## src/rtl/jdc_pkg.sv

```systemverilog
`timescale 1ns / 1ps

package jdc_pkg;

  typedef enum logic [1:0] {
    MODE_CIVIL   = 2'd0,
    MODE_JULIAN  = 2'd1,
    MODE_DOY     = 2'd2,
    MODE_WEEKDAY = 2'd3
  } mode_t;

  localparam int NUM_STAGES = 11;

  // day number constants
  localparam logic [22:0] JD_OFFSET  = 23'd1721119;
  localparam logic [22:0] JD_FIRST   = 23'd1721426;
  localparam logic [22:0] JD_LAST    = 23'd5373484;
  localparam logic [22:0] BASE_1900  = 23'd2415386;
  localparam logic [17:0] CYCLE_DAYS = 18'd146097;
  localparam logic [10:0] QUAD_DAYS  = 11'd1461;
  localparam logic [7:0]  MONTH_SPAN = 8'd153;
  localparam logic [22:0] CIVIL_BIAS = 23'(1721119 - 146097);

  // march-based index of december
  localparam logic [3:0]  AM_DEC     = 4'd9;
  localparam logic [3:0]  MONTH_FEB  = 4'd2;
  localparam logic [3:0]  MONTH_MAX  = 4'd12;

  // floor(2^32 / d), quotient estimate is low by at most one
  localparam logic [31:0] RECIP_7     = 32'(64'h1_0000_0000 / 64'd7);
  localparam logic [31:0] RECIP_100   = 32'(64'h1_0000_0000 / 64'd100);
  localparam logic [31:0] RECIP_CYCLE = 32'(64'h1_0000_0000 / 64'd146097);
  localparam logic [31:0] RECIP_QUAD  = 32'(64'h1_0000_0000 / 64'd1461);
  localparam logic [31:0] RECIP_SPAN  = 32'(64'h1_0000_0000 / 64'd153);

  // days in a month, february without leap day
  function automatic logic [4:0] month_len(input logic [3:0] m);
    logic [4:0] len;
    case (m)
      4'd1, 4'd3, 4'd5, 4'd7, 4'd8, 4'd10, 4'd12: len = 5'd31;
      4'd4, 4'd6, 4'd9, 4'd11:                     len = 5'd30;
      4'd2:                                        len = 5'd28;
      default:                                     len = 5'd0;
    endcase
    return len;
  endfunction

  // (153 * am + 2) / 5 for a march-based month index
  function automatic logic [8:0] month_offset(input logic [3:0] am);
    logic [8:0] ofs;
    case (am)
      4'd0:    ofs = 9'd0;
      4'd1:    ofs = 9'd31;
      4'd2:    ofs = 9'd61;
      4'd3:    ofs = 9'd92;
      4'd4:    ofs = 9'd122;
      4'd5:    ofs = 9'd153;
      4'd6:    ofs = 9'd184;
      4'd7:    ofs = 9'd214;
      4'd8:    ofs = 9'd245;
      4'd9:    ofs = 9'd275;
      4'd10:   ofs = 9'd306;
      4'd11:   ofs = 9'd337;
      default: ofs = 9'd0;
    endcase
    return ofs;
  endfunction

endpackage

```

## src/rtl/julian_day_date_converter.sv

```systemverilog
`timescale 1ns / 1ps

// julian day number / gregorian date converter, fully pipelined
// path: an accepted input beat passes through the stage registers s1 to s11 in order to its output beat
// throughput: one beat per cycle; each of the eleven register stages takes a new
//   beat every cycle, a stall holds the run of full stages next to the output only
// reset: rst clears the stage valid bits only, payload registers are not reset
module julian_day_date_converter
  import jdc_pkg::*;
(
  input  logic        clk,
  input  logic        rst,
  input  logic        s_axis_tvalid,
  output logic        s_axis_tready,
  // month_in[3:0], day_in[12:4], year_in[26:13], julian_in[49:27],
  // target_weekday[52:50], zero fill[55:53]
  input  logic [55:0] s_axis_tdata,
  // mode[1:0]
  input  logic [1:0]  s_axis_tuser,
  output logic        m_axis_tvalid,
  input  logic        m_axis_tready,
  // julian_out[22:0], month_out[26:23], day_out[31:27], year_out[45:32],
  // weekday_out[48:46], zero fill[55:49]
  output logic [55:0] m_axis_tdata,
  // valid_res[0]
  output logic        m_axis_tuser
);

  // ------------------------------------------------------------------
  // pipeline flow control: a stage loads when it is empty or its
  // successor loads, so a stall only stops the full part of the pipe
  // ------------------------------------------------------------------
  logic [NUM_STAGES-1:0] vld;
  logic [NUM_STAGES-1:0] rdy;

  always_comb begin
    rdy[NUM_STAGES-1] = !vld[NUM_STAGES-1] || m_axis_tready;
    for (int k = NUM_STAGES - 2; k >= 0; k--) begin
      rdy[k] = !vld[k] || rdy[k+1];
    end
  end

  assign s_axis_tready = rdy[0];

  always_ff @(posedge clk) begin
    if (rst) begin
      vld <= '0;
    end else begin
      if (rdy[0]) begin
        vld[0] <= s_axis_tvalid;
      end
      for (int k = 1; k < NUM_STAGES; k++) begin
        if (rdy[k]) begin
          vld[k] <= vld[k-1];
        end
      end
    end
  end

  // ------------------------------------------------------------------
  // stage 1: unpack, pick the march-based year and month offset,
  // start the divisions by 7 and 100
  // ------------------------------------------------------------------
  mode_t       in_mode;
  logic [3:0]  in_month;
  logic [8:0]  in_day;
  logic [13:0] in_year;
  logic [22:0] in_jin;
  logic [2:0]  in_tw;
  logic        in_early;
  logic [3:0]  in_am;
  logic [14:0] in_ay;
  logic [8:0]  in_aoff;
  logic [9:0]  in_dterm;
  logic [55:0] in_p7;
  logic [55:0] in_pay;
  logic [55:0] in_py;

  always_comb begin
    in_mode  = mode_t'(s_axis_tuser);
    in_month = s_axis_tdata[3:0];
    in_day   = s_axis_tdata[12:4];
    in_year  = s_axis_tdata[26:13];
    in_jin   = s_axis_tdata[49:27];
    in_tw    = s_axis_tdata[52:50];
    in_early = in_month <= MONTH_FEB;
    in_am    = in_early ? in_month + 4'd9 : in_month - 4'd3;
    if (in_mode == MODE_DOY) begin
      // 31 dec of the year before, one 400-year cycle up
      in_ay    = 15'(in_year) + 15'd399;
      in_aoff  = month_offset(AM_DEC);
      in_dterm = (in_year == 14'd0) ? 10'(in_day) : 10'(in_day) + 10'd31;
    end else begin
      in_ay    = 15'(in_year) + (in_early ? 15'd399 : 15'd400);
      in_aoff  = month_offset(in_am);
      in_dterm = 10'(in_day);
    end
    in_p7  = 56'(in_jin) * 56'(RECIP_7);
    in_pay = 56'(in_ay) * 56'(RECIP_100);
    in_py  = 56'(in_year) * 56'(RECIP_100);
  end

  mode_t       s1_mode;
  logic [3:0]  s1_month;
  logic [8:0]  s1_day;
  logic [13:0] s1_year;
  logic [22:0] s1_jin;
  logic [2:0]  s1_tw;
  logic [14:0] s1_ay;
  logic [8:0]  s1_aoff;
  logic [9:0]  s1_dterm;
  logic [20:0] s1_q7e;
  logic [7:0]  s1_qay;
  logic [7:0]  s1_qy;

  always_ff @(posedge clk) begin
    if (rdy[0]) begin
      s1_mode  <= in_mode;
      s1_month <= in_month;
      s1_day   <= in_day;
      s1_year  <= in_year;
      s1_jin   <= in_jin;
      s1_tw    <= in_tw;
      s1_ay    <= in_ay;
      s1_aoff  <= in_aoff;
      s1_dterm <= in_dterm;
      s1_q7e   <= in_p7[52:32];
      s1_qay   <= in_pay[39:32];
      s1_qy    <= in_py[39:32];
    end
  end

  // ------------------------------------------------------------------
  // stage 2: finish the divisions, leap year and date check
  // ------------------------------------------------------------------
  logic [23:0] c2_r7t;
  logic [2:0]  c2_dow;
  logic [14:0] c2_rat;
  logic [6:0]  c2_ra;
  logic [7:0]  c2_qa;
  logic [13:0] c2_ryt;
  logic [6:0]  c2_ry;
  logic [7:0]  c2_qy;
  logic        c2_leap;
  logic [5:0]  c2_len;
  logic        c2_date_ok;
  logic        c2_ok;

  always_comb begin
    c2_r7t = 24'(s1_jin) - 24'(s1_q7e) * 24'd7;
    c2_dow = (c2_r7t >= 24'd7) ? 3'(c2_r7t - 24'd7) : 3'(c2_r7t);

    c2_rat = s1_ay - 15'(s1_qay) * 15'd100;
    if (c2_rat >= 15'd100) begin
      c2_ra = 7'(c2_rat - 15'd100);
      c2_qa = s1_qay + 8'd1;
    end else begin
      c2_ra = 7'(c2_rat);
      c2_qa = s1_qay;
    end

    c2_ryt = s1_year - 14'(s1_qy) * 14'd100;
    if (c2_ryt >= 14'd100) begin
      c2_ry = 7'(c2_ryt - 14'd100);
      c2_qy = s1_qy + 8'd1;
    end else begin
      c2_ry = 7'(c2_ryt);
      c2_qy = s1_qy;
    end

    c2_leap = ((s1_year[1:0] == 2'd0) && (c2_ry != 7'd0))
           || ((c2_ry == 7'd0) && (c2_qy[1:0] == 2'd0));
    c2_len  = 6'(month_len(s1_month))
            + (((s1_month == MONTH_FEB) && c2_leap) ? 6'd1 : 6'd0);
    c2_date_ok = (s1_day != 9'd0) && (s1_month != 4'd0) && (s1_month <= MONTH_MAX)
              && (s1_day <= 9'(c2_len));

    case (s1_mode)
      MODE_CIVIL:   c2_ok = c2_date_ok;
      MODE_WEEKDAY: c2_ok = (s1_tw != 3'd0);
      default:      c2_ok = 1'b1;
    endcase
  end

  mode_t       s2_mode;
  logic [22:0] s2_jin;
  logic [2:0]  s2_tw;
  logic [2:0]  s2_dow;
  logic [6:0]  s2_ra;
  logic [7:0]  s2_qa;
  logic [8:0]  s2_aoff;
  logic [9:0]  s2_dterm;
  logic        s2_yz;
  logic        s2_ok;

  always_ff @(posedge clk) begin
    if (rdy[1]) begin
      s2_mode  <= s1_mode;
      s2_jin   <= s1_jin;
      s2_tw    <= s1_tw;
      s2_dow   <= c2_dow;
      s2_ra    <= c2_ra;
      s2_qa    <= c2_qa;
      s2_aoff  <= s1_aoff;
      s2_dterm <= s1_dterm;
      s2_yz    <= (s1_year == 14'd0);
      s2_ok    <= c2_ok;
    end
  end

  // ------------------------------------------------------------------
  // stage 3: century and quad-year terms, weekday step back
  // ------------------------------------------------------------------
  logic [17:0] c3_p1;
  logic [25:0] c3_p2;
  logic [3:0]  c3_v;
  logic [2:0]  c3_off;
  logic [22:0] c3_direct;

  always_comb begin
    c3_p1 = 18'(s2_ra) * 18'(QUAD_DAYS);
    c3_p2 = 26'(s2_qa) * 26'(CYCLE_DAYS);
    // (dow + 7 - (tw - 1)) mod 7, the sum stays below 15
    c3_v  = 4'(s2_dow) + 4'd8 - 4'(s2_tw);
    if (c3_v >= 4'd14) begin
      c3_off = 3'(c3_v - 4'd14);
    end else if (c3_v >= 4'd7) begin
      c3_off = 3'(c3_v - 4'd7);
    end else begin
      c3_off = 3'(c3_v);
    end
    if ((s2_mode == MODE_WEEKDAY) && (s2_tw != 3'd0)) begin
      // saturate at day zero
      c3_direct = (s2_jin >= 23'(c3_off)) ? s2_jin - 23'(c3_off) : 23'd0;
    end else begin
      c3_direct = s2_jin;
    end
  end

  mode_t       s3_mode;
  logic        s3_yz;
  logic        s3_ok;
  logic [22:0] s3_direct;
  logic [15:0] s3_t1;
  logic [23:0] s3_t2;
  logic [8:0]  s3_aoff;
  logic [9:0]  s3_dterm;

  always_ff @(posedge clk) begin
    if (rdy[2]) begin
      s3_mode   <= s2_mode;
      s3_yz     <= s2_yz;
      s3_ok     <= s2_ok;
      s3_direct <= c3_direct;
      s3_t1     <= c3_p1[17:2];
      s3_t2     <= c3_p2[25:2];
      s3_aoff   <= s2_aoff;
      s3_dterm  <= s2_dterm;
    end
  end

  // ------------------------------------------------------------------
  // stage 4: day number sum, mode select, year range check
  // ------------------------------------------------------------------
  logic [24:0] c4_sum;
  logic [23:0] c4_base;
  logic [22:0] c4_jd;
  logic        c4_ok;

  always_comb begin
    c4_sum  = 25'(s3_dterm) + 25'(s3_aoff) + 25'(s3_t1) + 25'(s3_t2) + 25'(CIVIL_BIAS);
    c4_base = 24'(s3_dterm) + 24'(BASE_1900);
    case (s3_mode)
      MODE_CIVIL:  c4_jd = s3_ok ? c4_sum[22:0] : 23'd0;
      MODE_DOY:    c4_jd = s3_yz ? c4_base[22:0] : c4_sum[22:0];
      default:     c4_jd = s3_direct;
    endcase
    c4_ok = s3_ok && (c4_jd >= JD_FIRST) && (c4_jd <= JD_LAST);
  end

  logic [22:0] s4_jd;
  logic        s4_ok;

  always_ff @(posedge clk) begin
    if (rdy[3]) begin
      s4_jd <= c4_jd;
      s4_ok <= c4_ok;
    end
  end

  // ------------------------------------------------------------------
  // stage 5: start of the inverse, estimate 400-year cycle and weekday
  // ------------------------------------------------------------------
  logic [23:0] c5_dj;
  logic [23:0] c5_am1;
  logic [55:0] c5_pb;
  logic [55:0] c5_pw;

  always_comb begin
    c5_dj  = 24'(s4_jd) - 24'(JD_OFFSET);
    c5_am1 = {c5_dj[21:0], 2'b00} - 24'd1;
    c5_pb  = 56'(c5_am1) * 56'(RECIP_CYCLE);
    c5_pw  = 56'(s4_jd) * 56'(RECIP_7);
  end

  logic [23:0] s5_am1;
  logic [7:0]  s5_be;
  logic [20:0] s5_qw;
  logic [22:0] s5_jd;
  logic        s5_ok;

  always_ff @(posedge clk) begin
    if (rdy[4]) begin
      s5_am1 <= c5_am1;
      s5_be  <= c5_pb[39:32];
      s5_qw  <= c5_pw[52:32];
      s5_jd  <= s4_jd;
      s5_ok  <= s4_ok;
    end
  end

  // ------------------------------------------------------------------
  // stage 6: fix cycle quotient, day within cycle, weekday
  // ------------------------------------------------------------------
  logic [24:0] c6_remt;
  logic [17:0] c6_rem;
  logic [7:0]  c6_b;
  logic [17:0] c6_cp3;
  logic [23:0] c6_rwt;
  logic [2:0]  c6_rw;

  always_comb begin
    c6_remt = 25'(s5_am1) - 25'(s5_be) * 25'(CYCLE_DAYS);
    if (c6_remt >= 25'(CYCLE_DAYS)) begin
      c6_rem = 18'(c6_remt - 25'(CYCLE_DAYS));
      c6_b   = s5_be + 8'd1;
    end else begin
      c6_rem = 18'(c6_remt);
      c6_b   = s5_be;
    end
    c6_cp3 = {c6_rem[17:2], 2'b00} + 18'd3;
    c6_rwt = 24'(s5_jd) - 24'(s5_qw) * 24'd7;
    c6_rw  = (c6_rwt >= 24'd7) ? 3'(c6_rwt - 24'd7) : 3'(c6_rwt);
  end

  logic [7:0]  s6_b;
  logic [17:0] s6_cp3;
  logic [2:0]  s6_wd;
  logic [22:0] s6_jd;
  logic        s6_ok;

  always_ff @(posedge clk) begin
    if (rdy[5]) begin
      s6_b   <= c6_b;
      s6_cp3 <= c6_cp3;
      s6_wd  <= c6_rw + 3'd1;
      s6_jd  <= s5_jd;
      s6_ok  <= s5_ok;
    end
  end

  // ------------------------------------------------------------------
  // stage 7: estimate year within cycle
  // ------------------------------------------------------------------
  logic [55:0] c7_pq;

  assign c7_pq = 56'(s6_cp3) * 56'(RECIP_QUAD);

  logic [7:0]  s7_b;
  logic [17:0] s7_cp3;
  logic [6:0]  s7_qe;
  logic [2:0]  s7_wd;
  logic [22:0] s7_jd;
  logic        s7_ok;

  always_ff @(posedge clk) begin
    if (rdy[6]) begin
      s7_b   <= s6_b;
      s7_cp3 <= s6_cp3;
      s7_qe  <= c7_pq[38:32];
      s7_wd  <= s6_wd;
      s7_jd  <= s6_jd;
      s7_ok  <= s6_ok;
    end
  end

  // ------------------------------------------------------------------
  // stage 8: fix year quotient, day of march-based year
  // ------------------------------------------------------------------
  logic [17:0] c8_r1t;
  logic [10:0] c8_r1;
  logic [6:0]  c8_q;
  logic [11:0] c8_g4;
  logic [10:0] c8_h;

  always_comb begin
    c8_r1t = s7_cp3 - 18'(s7_qe) * 18'(QUAD_DAYS);
    if (c8_r1t >= 18'(QUAD_DAYS)) begin
      c8_r1 = 11'(c8_r1t - 18'(QUAD_DAYS));
      c8_q  = s7_qe + 7'd1;
    end else begin
      c8_r1 = 11'(c8_r1t);
      c8_q  = s7_qe;
    end
    c8_g4 = 12'(c8_r1) + 12'd4;
    // e - 3 with e = 5 * ((r1 + 4) >> 2)
    c8_h  = 11'(c8_g4[11:2]) * 11'd5 - 11'd3;
  end

  logic [7:0]  s8_b;
  logic [6:0]  s8_q;
  logic [10:0] s8_h;
  logic [2:0]  s8_wd;
  logic [22:0] s8_jd;
  logic        s8_ok;

  always_ff @(posedge clk) begin
    if (rdy[7]) begin
      s8_b  <= s7_b;
      s8_q  <= c8_q;
      s8_h  <= c8_h;
      s8_wd <= s7_wd;
      s8_jd <= s7_jd;
      s8_ok <= s7_ok;
    end
  end

  // ------------------------------------------------------------------
  // stage 9: estimate march-based month
  // ------------------------------------------------------------------
  logic [55:0] c9_ph;

  assign c9_ph = 56'(s8_h) * 56'(RECIP_SPAN);

  logic [7:0]  s9_b;
  logic [6:0]  s9_q;
  logic [10:0] s9_h;
  logic [3:0]  s9_fe;
  logic [2:0]  s9_wd;
  logic [22:0] s9_jd;
  logic        s9_ok;

  always_ff @(posedge clk) begin
    if (rdy[8]) begin
      s9_b  <= s8_b;
      s9_q  <= s8_q;
      s9_h  <= s8_h;
      s9_fe <= c9_ph[35:32];
      s9_wd <= s8_wd;
      s9_jd <= s8_jd;
      s9_ok <= s8_ok;
    end
  end

  // ------------------------------------------------------------------
  // stage 10: fix month quotient, remainder for the day
  // ------------------------------------------------------------------
  logic [10:0] c10_r2t;
  logic [7:0]  c10_rem2;
  logic [3:0]  c10_f;

  always_comb begin
    c10_r2t = s9_h - 11'(s9_fe) * 11'(MONTH_SPAN);
    if (c10_r2t >= 11'(MONTH_SPAN)) begin
      c10_rem2 = 8'(c10_r2t - 11'(MONTH_SPAN));
      c10_f    = s9_fe + 4'd1;
    end else begin
      c10_rem2 = 8'(c10_r2t);
      c10_f    = s9_fe;
    end
  end

  logic [7:0]  s10_b;
  logic [6:0]  s10_q;
  logic [3:0]  s10_f;
  logic [7:0]  s10_rem2;
  logic [2:0]  s10_wd;
  logic [22:0] s10_jd;
  logic        s10_ok;

  always_ff @(posedge clk) begin
    if (rdy[9]) begin
      s10_b    <= s9_b;
      s10_q    <= s9_q;
      s10_f    <= c10_f;
      s10_rem2 <= c10_rem2;
      s10_wd   <= s9_wd;
      s10_jd   <= s9_jd;
      s10_ok   <= s9_ok;
    end
  end

  // ------------------------------------------------------------------
  // stage 11: civil fields, output register
  // ------------------------------------------------------------------
  logic [15:0] c11_p5;
  logic [4:0]  c11_day;
  logic [13:0] c11_yb;
  logic [13:0] c11_year;
  logic [3:0]  c11_month;

  always_comb begin
    // rem2 / 5 + 1, exact for every 8-bit rem2 value
    c11_p5  = 16'(s10_rem2) * 16'd205;
    c11_day = 5'(c11_p5[15:10]) + 5'd1;
    c11_yb  = 14'(s10_q) + 14'(s10_b) * 14'd100;
    if (s10_f > 4'd9) begin
      c11_month = s10_f - 4'd9;
      c11_year  = c11_yb + 14'd1;
    end else begin
      c11_month = s10_f + 4'd3;
      c11_year  = c11_yb;
    end
  end

  logic [22:0] s11_jd;
  logic [3:0]  s11_month;
  logic [4:0]  s11_day;
  logic [13:0] s11_year;
  logic [2:0]  s11_wd;
  logic        s11_ok;

  always_ff @(posedge clk) begin
    if (rdy[10]) begin
      s11_jd    <= s10_jd;
      s11_month <= s10_ok ? c11_month : 4'd0;
      s11_day   <= s10_ok ? c11_day : 5'd0;
      s11_year  <= s10_ok ? c11_year : 14'd0;
      s11_wd    <= s10_wd;
      s11_ok    <= s10_ok;
    end
  end

  assign m_axis_tvalid = vld[NUM_STAGES-1];
  assign m_axis_tdata  = {7'd0, s11_wd, s11_year, s11_day, s11_month, s11_jd};
  assign m_axis_tuser  = s11_ok;

endmodule
```

## config.mk

```make
export PLATFORM = sky130hd
export DESIGN_NAME = julian_day_date_converter
export DESIGN_NICKNAME = d
export VERILOG_FILES = /design/src/rtl/jdc_pkg.sv /design/src/rtl/julian_day_date_converter.sv
export SDC_FILE = /design/constraint.sdc
export NUM_CORES = 2
export LEC_CHECK = 0
export ABC_AREA = 1
export BUFFER_PORTS_ARGS = -buffer_cell sky130_fd_sc_hd__clkbuf_2
export CAP_MARGIN = 20
export CORE_ASPECT_RATIO = 1.25
export CORE_MARGIN = 2
export CORE_UTILIZATION = 54
export DETAILED_ROUTE_END_ITERATION = 10
export PLACE_DENSITY = 0.82
export SLEW_MARGIN = 20
export SYNTH_ARGS = -nofsm -noshare
export SYNTH_HDL_FRONTEND = slang
export SYNTH_SLANG_ARGS = --single-unit
```

## constraint.sdc

```tcl
create_clock -name clk -period 11.4 [get_ports clk]
set_input_delay 0.57 -clock clk [delete_from_list [all_inputs] [get_ports clk]]
set_output_delay 0.57 -clock clk [all_outputs]
set_load 0.03 [all_outputs]
```

---- Word-level counts from Yosys, hierarchy flattened ----
Memories as Yosys holds them, arrays and structs flattened. A register that Yosys moved wholly into a read port is not among the register bits.
Cells that the tools add are included.
Widths: inputs -> output; s select.
word-level totals
  memories kept ........................... 2
  register bits after elaboration ......... 707
  bits of input ports ..................... 62
  logic and storage cells ................. 249
  output and inout port bits .............. 59
  memory bits (read-only) ................. 224
memory list
  memory           depth  bits a word  rd ports  clocked after Yosys merged registers in  write ports  line           source
  (no name shown)  16     9            1         1                                        0            jdc_pkg.sv:51  case (am)
  (no name shown)  16     5            1         1                                        0            jdc_pkg.sv:39  case (m)
cells by class
  $mul .................................... 19
  reductions and logical operators ........ 45
  magnitude comparators ................... 16
  bitwise logic cells ..................... 1
  mux-type cells .......................... 29
  eq/ne operators ......................... 5
  add/sub/neg operators ................... 46
operators by type and width
  cell                    number
  $mul 23x28->51 const B  2
  $mux 23                 4
  $ge 24x3->1 const B     2
  $mul 21x3->24 const B   2
  $sub 23x24->24          2
  $pmux 23 s2             1
  $mul 24x14->38 const B  1
  $mul 14x23->37 const B  1
  $mul 15x23->37 const B  1
  $mul 11x25->36 const B  1
  $mul 7x11->18 const B   2
  $mul 18x17->34 const B  1
  $logic_not 14->1        2
  $mux 7                  4
  $ge 25x18->1 const B    1
  $mul 7x18->25 const B   1
  $mul 8x18->25 const B   1
  $sub 24x25->25          1
  $mul 8x5->12 const B    2
  $sub 24x1->24 const B   1
  $add 10x22->23 const B  1
  $add 17x23->23          1
  $add 23x21->23 const B  1
  $ge 23x21->1 const B    1
  76 further kinds        124

---- Longest topological paths before layout ----
  depth in word-level cells ............... 13
  gate-level depth with buffers ........... 43
  gate-level depth less buffers ........... 43

---- Worst setup path after synthesis ----
Ideal clock, no wire load.
  path kind ............................... input-to-reg
  start ................................... input port m_axis_tready
  end ..................................... register (tool-made name)
  required time ........................... 11.257 ns
  cell stages on the path ................. 17
  data arrival time ....................... 11.092 ns
  library setup time ...................... 0.143 ns
  setup slack ............................. 0.165 ns
  path through ............................ nor2_1 inv_1 nor2_1 nand2_1 nor2_2 nand2_1 nor2_1 nand2_1 nor2_2 nand2_1 nor2_1 nand2_2 o21ai_0 nand2_1 inv_1 o21ai_0 o211ai_1
RTL lines
  element             line                             source
  start: declaration  julian_day_date_converter.sv:21  input logic m_axis_tready,

---- Worst setup path in the final report ----
  start ................................... register s4_jd[0]
  end ..................................... register s5_be[2], data pin
on the way
  word-level cells in the longest chain between the ends .. 3
RTL lines
  element                   line                              source
  start: declaration        julian_day_date_converter.sv:281  logic [22:0] s4_jd;
  start signal: assignment  julian_day_date_converter.sv:286  s4_jd <= c4_jd;
  $sub 22x21->22            julian_day_date_converter.sv:300  c5_dj = 24'(s4_jd) - 24'(JD_OFFSET);
  $sub 24x1->24             julian_day_date_converter.sv:301  c5_am1 = {c5_dj[21:0], 2'b00} - 24'd1;
  via c5_am1[16]            julian_day_date_converter.sv:295  logic [23:0] c5_am1;
  $mul 24x14->38            julian_day_date_converter.sv:302  c5_pb = 56'(c5_am1) * 56'(RECIP_CYCLE);
  via c5_pb[34]             julian_day_date_converter.sv:296  logic [55:0] c5_pb;
  end signal: assignment    julian_day_date_converter.sv:315  s5_be <= c5_pb[39:32];
  end: declaration          julian_day_date_converter.sv:307  logic [7:0] s5_be;
The timed path passes the listed nets, and every way through them passes these cells.
A chain may end at the register's enable or synchronous reset.

==> results.md <==
* Fin crit period at 8.90 ns
* Commonest non-fill, non-tap cell in the layout: inv_1
* Fin. max-slew vios at 0
* Dpl cells at 10591
* Synth area leader: edfxtp_1
* Hold Vio Cnt, Final at 0
* Yosys cell types at 66
* Slowest cell on the critical path: edfxtp_1
* Core Footprint at 154000 µm²
* Final WL at 188 mm
* Number of standard cells in the final layout excluding fillers at 10749
* Clock buffer count from CTS at 79
* Most frequent cells in the layout: inv_1 (1806), ha_1 (1496), nand2_1 (1048), fa_1 (930), edfxtp_1 (698)
* Worst flop-to-flop path startpoint: s4_jd[0]$_DFFE_PP_
* Avg WL per Cell at 17.5 µm
* HP Class: input pin to register
* Reg clk slew, reported paths at 0.07 ns
* PostCTS Resize Cnt at 0
* Dominant synthesized flop cell: edfxtp_1
* ANT nets after route at 0
* DP Worst Slack at 2.27 ns
* RSZ-0062 raised after global routing: false
* DR vias/cell at 5.42
* Initial Util at 0.543
* Detailed Place HPWL at 159 mm
* # rows at 161
* Final-stage net count at 11127
* Slack of the critical path at 2.50 ns
* Mapped Cells at 8456
* Initial antenna violation count at 11
* Vias at 58210
* First-iteration detailed-routing DRC count at 3460
* CP startpoint kind: register
* Crit end category: register
* WS Path Type: register to register
* R2R setup slack at 2.50 ns
* H-tree levels at 3
* Port Buffers at 110
* Mapped cell area at 83400 µm²
* Num ports at 121
* Setup Total Neg Slack at 0 ns
* EDFF count, synth at 698
* Largest net degree at the start of global routing at 82
* Gpl congestion at 0.962
* Area delta synth->final at 6.93%
* Warnings from Yosys at 0
* CTS sink cnt at 712
* Final setup fails at 0
* Root buffer cell: clkbuf_16
* Die Ht at 443 µm
* Status: completed
* Skew-Pair Late Insertion Delay at 0.71 ns
* Rel. slew slack at 0.310
* Global route total overflow at 0
* Clock Skew at 0.0382 ns
* Synthesized area per cell at 9.87 µm²
* First-pass GRT wire length at 310 mm
* Drt pass-1 iters at 6
* Fraction of layout instances using a drive strength above 1 at 0.0364
* Drc violations at 0
* Fmax at 112 MHz
* Final Util at 0.580
* FF+latch count, synth at 712
* Worst EP arrival at 9.33 ns
* Tcrit/Tclk final at 0.781
* Worst setup path startpoint: s4_jd[0]$_DFFE_PP_
* Max stage delay on crit path at 0.88 ns
* Max-cap violations at 0
* Fraction of registers with async set/reset at 0
* Vias in the first global route at 62278
* CTS tree: done
* Setup bufs post-CTS at 0
* Die W at 356 µm
* Hold path startpoint: s_axis_tuser[1]
* Max Buffers Root-to-Sink at 3
* Slew @ Worst Pin at 1.03 ns
* Data required, critical path at 11.82 ns
* Largest cells by area after synthesis: edfxtp_1 (25%), ha_1 (22%), fa_1 (22%)
* FILL cells at 12643
* Share of the synthesized area in the top cell type at 0.251
* GRT Util Overall at 0.245
* Sequential fraction of the synthesis area at 0.255
* Crit Path Max Fanout at 14
* Die area at 158000 µm²
flip-flops by register name, indices dropped and copies added (netlist names), 14 cells and up, named ones only:
name       flops
s10_jd        23
s11_jd        23
s11_year      14
s1_ay         15
s1_jin        23
s1_q7e        21
s1_year       14
s2_jin        23
s3_direct     23
s3_t1         16
s3_t2         23
s4_jd         23
s5_am1        21
s5_jd         23
s5_qw         21
s6_cp3        16
s6_jd         23
s7_cp3        16
s7_jd         23
s8_jd         23
s9_jd         23
synth_stat cells, types with 39 or more instances:
library cell	number
xnor2_1	121
nand2_1	1052
a21o_1	39
o21ai_0	268
inv_1	1811
a21oi_1	485
fa_1	930
nor2_1	480
nand4_1	71
nor3_1	87
nand3_1	278
edfxtp_1	698
xor2_1	271
ha_1	1496
critical path: cells and delay by family (launching register included):
family	cells	cell delay (ns)
XOR/XNOR	3	1.05
buffers and inverters	5	0.74
AND/OR/NAND/NOR	12	1.51
flip-flops	1	0.88
adder cells (fa/ha/maj)	8	3.62
AO/OA/AOI/OAI	5	0.84
through the flow:
step	cell area, µm²	hold WS, ns
after floorplan	83500	0.400
after global placement	86500	0.400
after detailed placement	86500	0.405
after CTS	89200	0.0148
after global routing	89200	0.0514
final	89200	0.0507
kinds of logic after synthesis:
| family | after synthesis | share of synthesized area |
|---|---|---|
| compound gates | 998 | 0.0672 |
| xor+xnor | 394 | 0.0417 |
| fa+ha+maj | 2426 | 0.447 |
| buf+inv | 1843 | 0.0835 |
| flops | 712 | 0.255 |
| other cells | 1 | 0.0000449 |
| simple gates | 2082 | 0.106 |
path summary, 6_finish.rpt:
check / to / cells past startpoint
max reg2reg: s5_be[2]$_DFFE_PP_ / 33
min reg2reg: s3_dterm[1]$_DFFE_PP_ / 0
max: s5_be[2]$_DFFE_PP_ / 33
min: s1_mode[1]$_DFFE_PP_ / 1
layer usage:
layer | GRT usage | vias to the layer above | part of all wire
met4 | 0.105 | 4 | 0.045
met5 | 0 | - | 0.00014
met3 | 0.0274 | 458 | 0.041
met2 | 0.455 | 1433 | 0.53
met1 | 0.284 | 28256 | 0.39
li1 | - | 28059 | -
layout make-up:
class,count,area (µm²),area share
Timing Repair Buffer,124,663,0.00743
Clock inverter,54,623,0.00698
Sequential cell,712,21200,0.238
Multi-Input combinational cell,5907,55300,0.620
Inverter,1815,6810,0.0764
Tap cell,2037,2550,0.0286
Antenna cell,8,20.0,0.000224
Clock buffer,92,2030,0.0227
repair_timing:
action	in CTS	in global routing
endpoints found under the hold margin	3	0
hold buffers	3	0
setup endpoints to repair	0	0
Power is left out: the tool's default activity adds up to more than one toggle a clock period on the data nets, which glitch-free logic cannot reach.
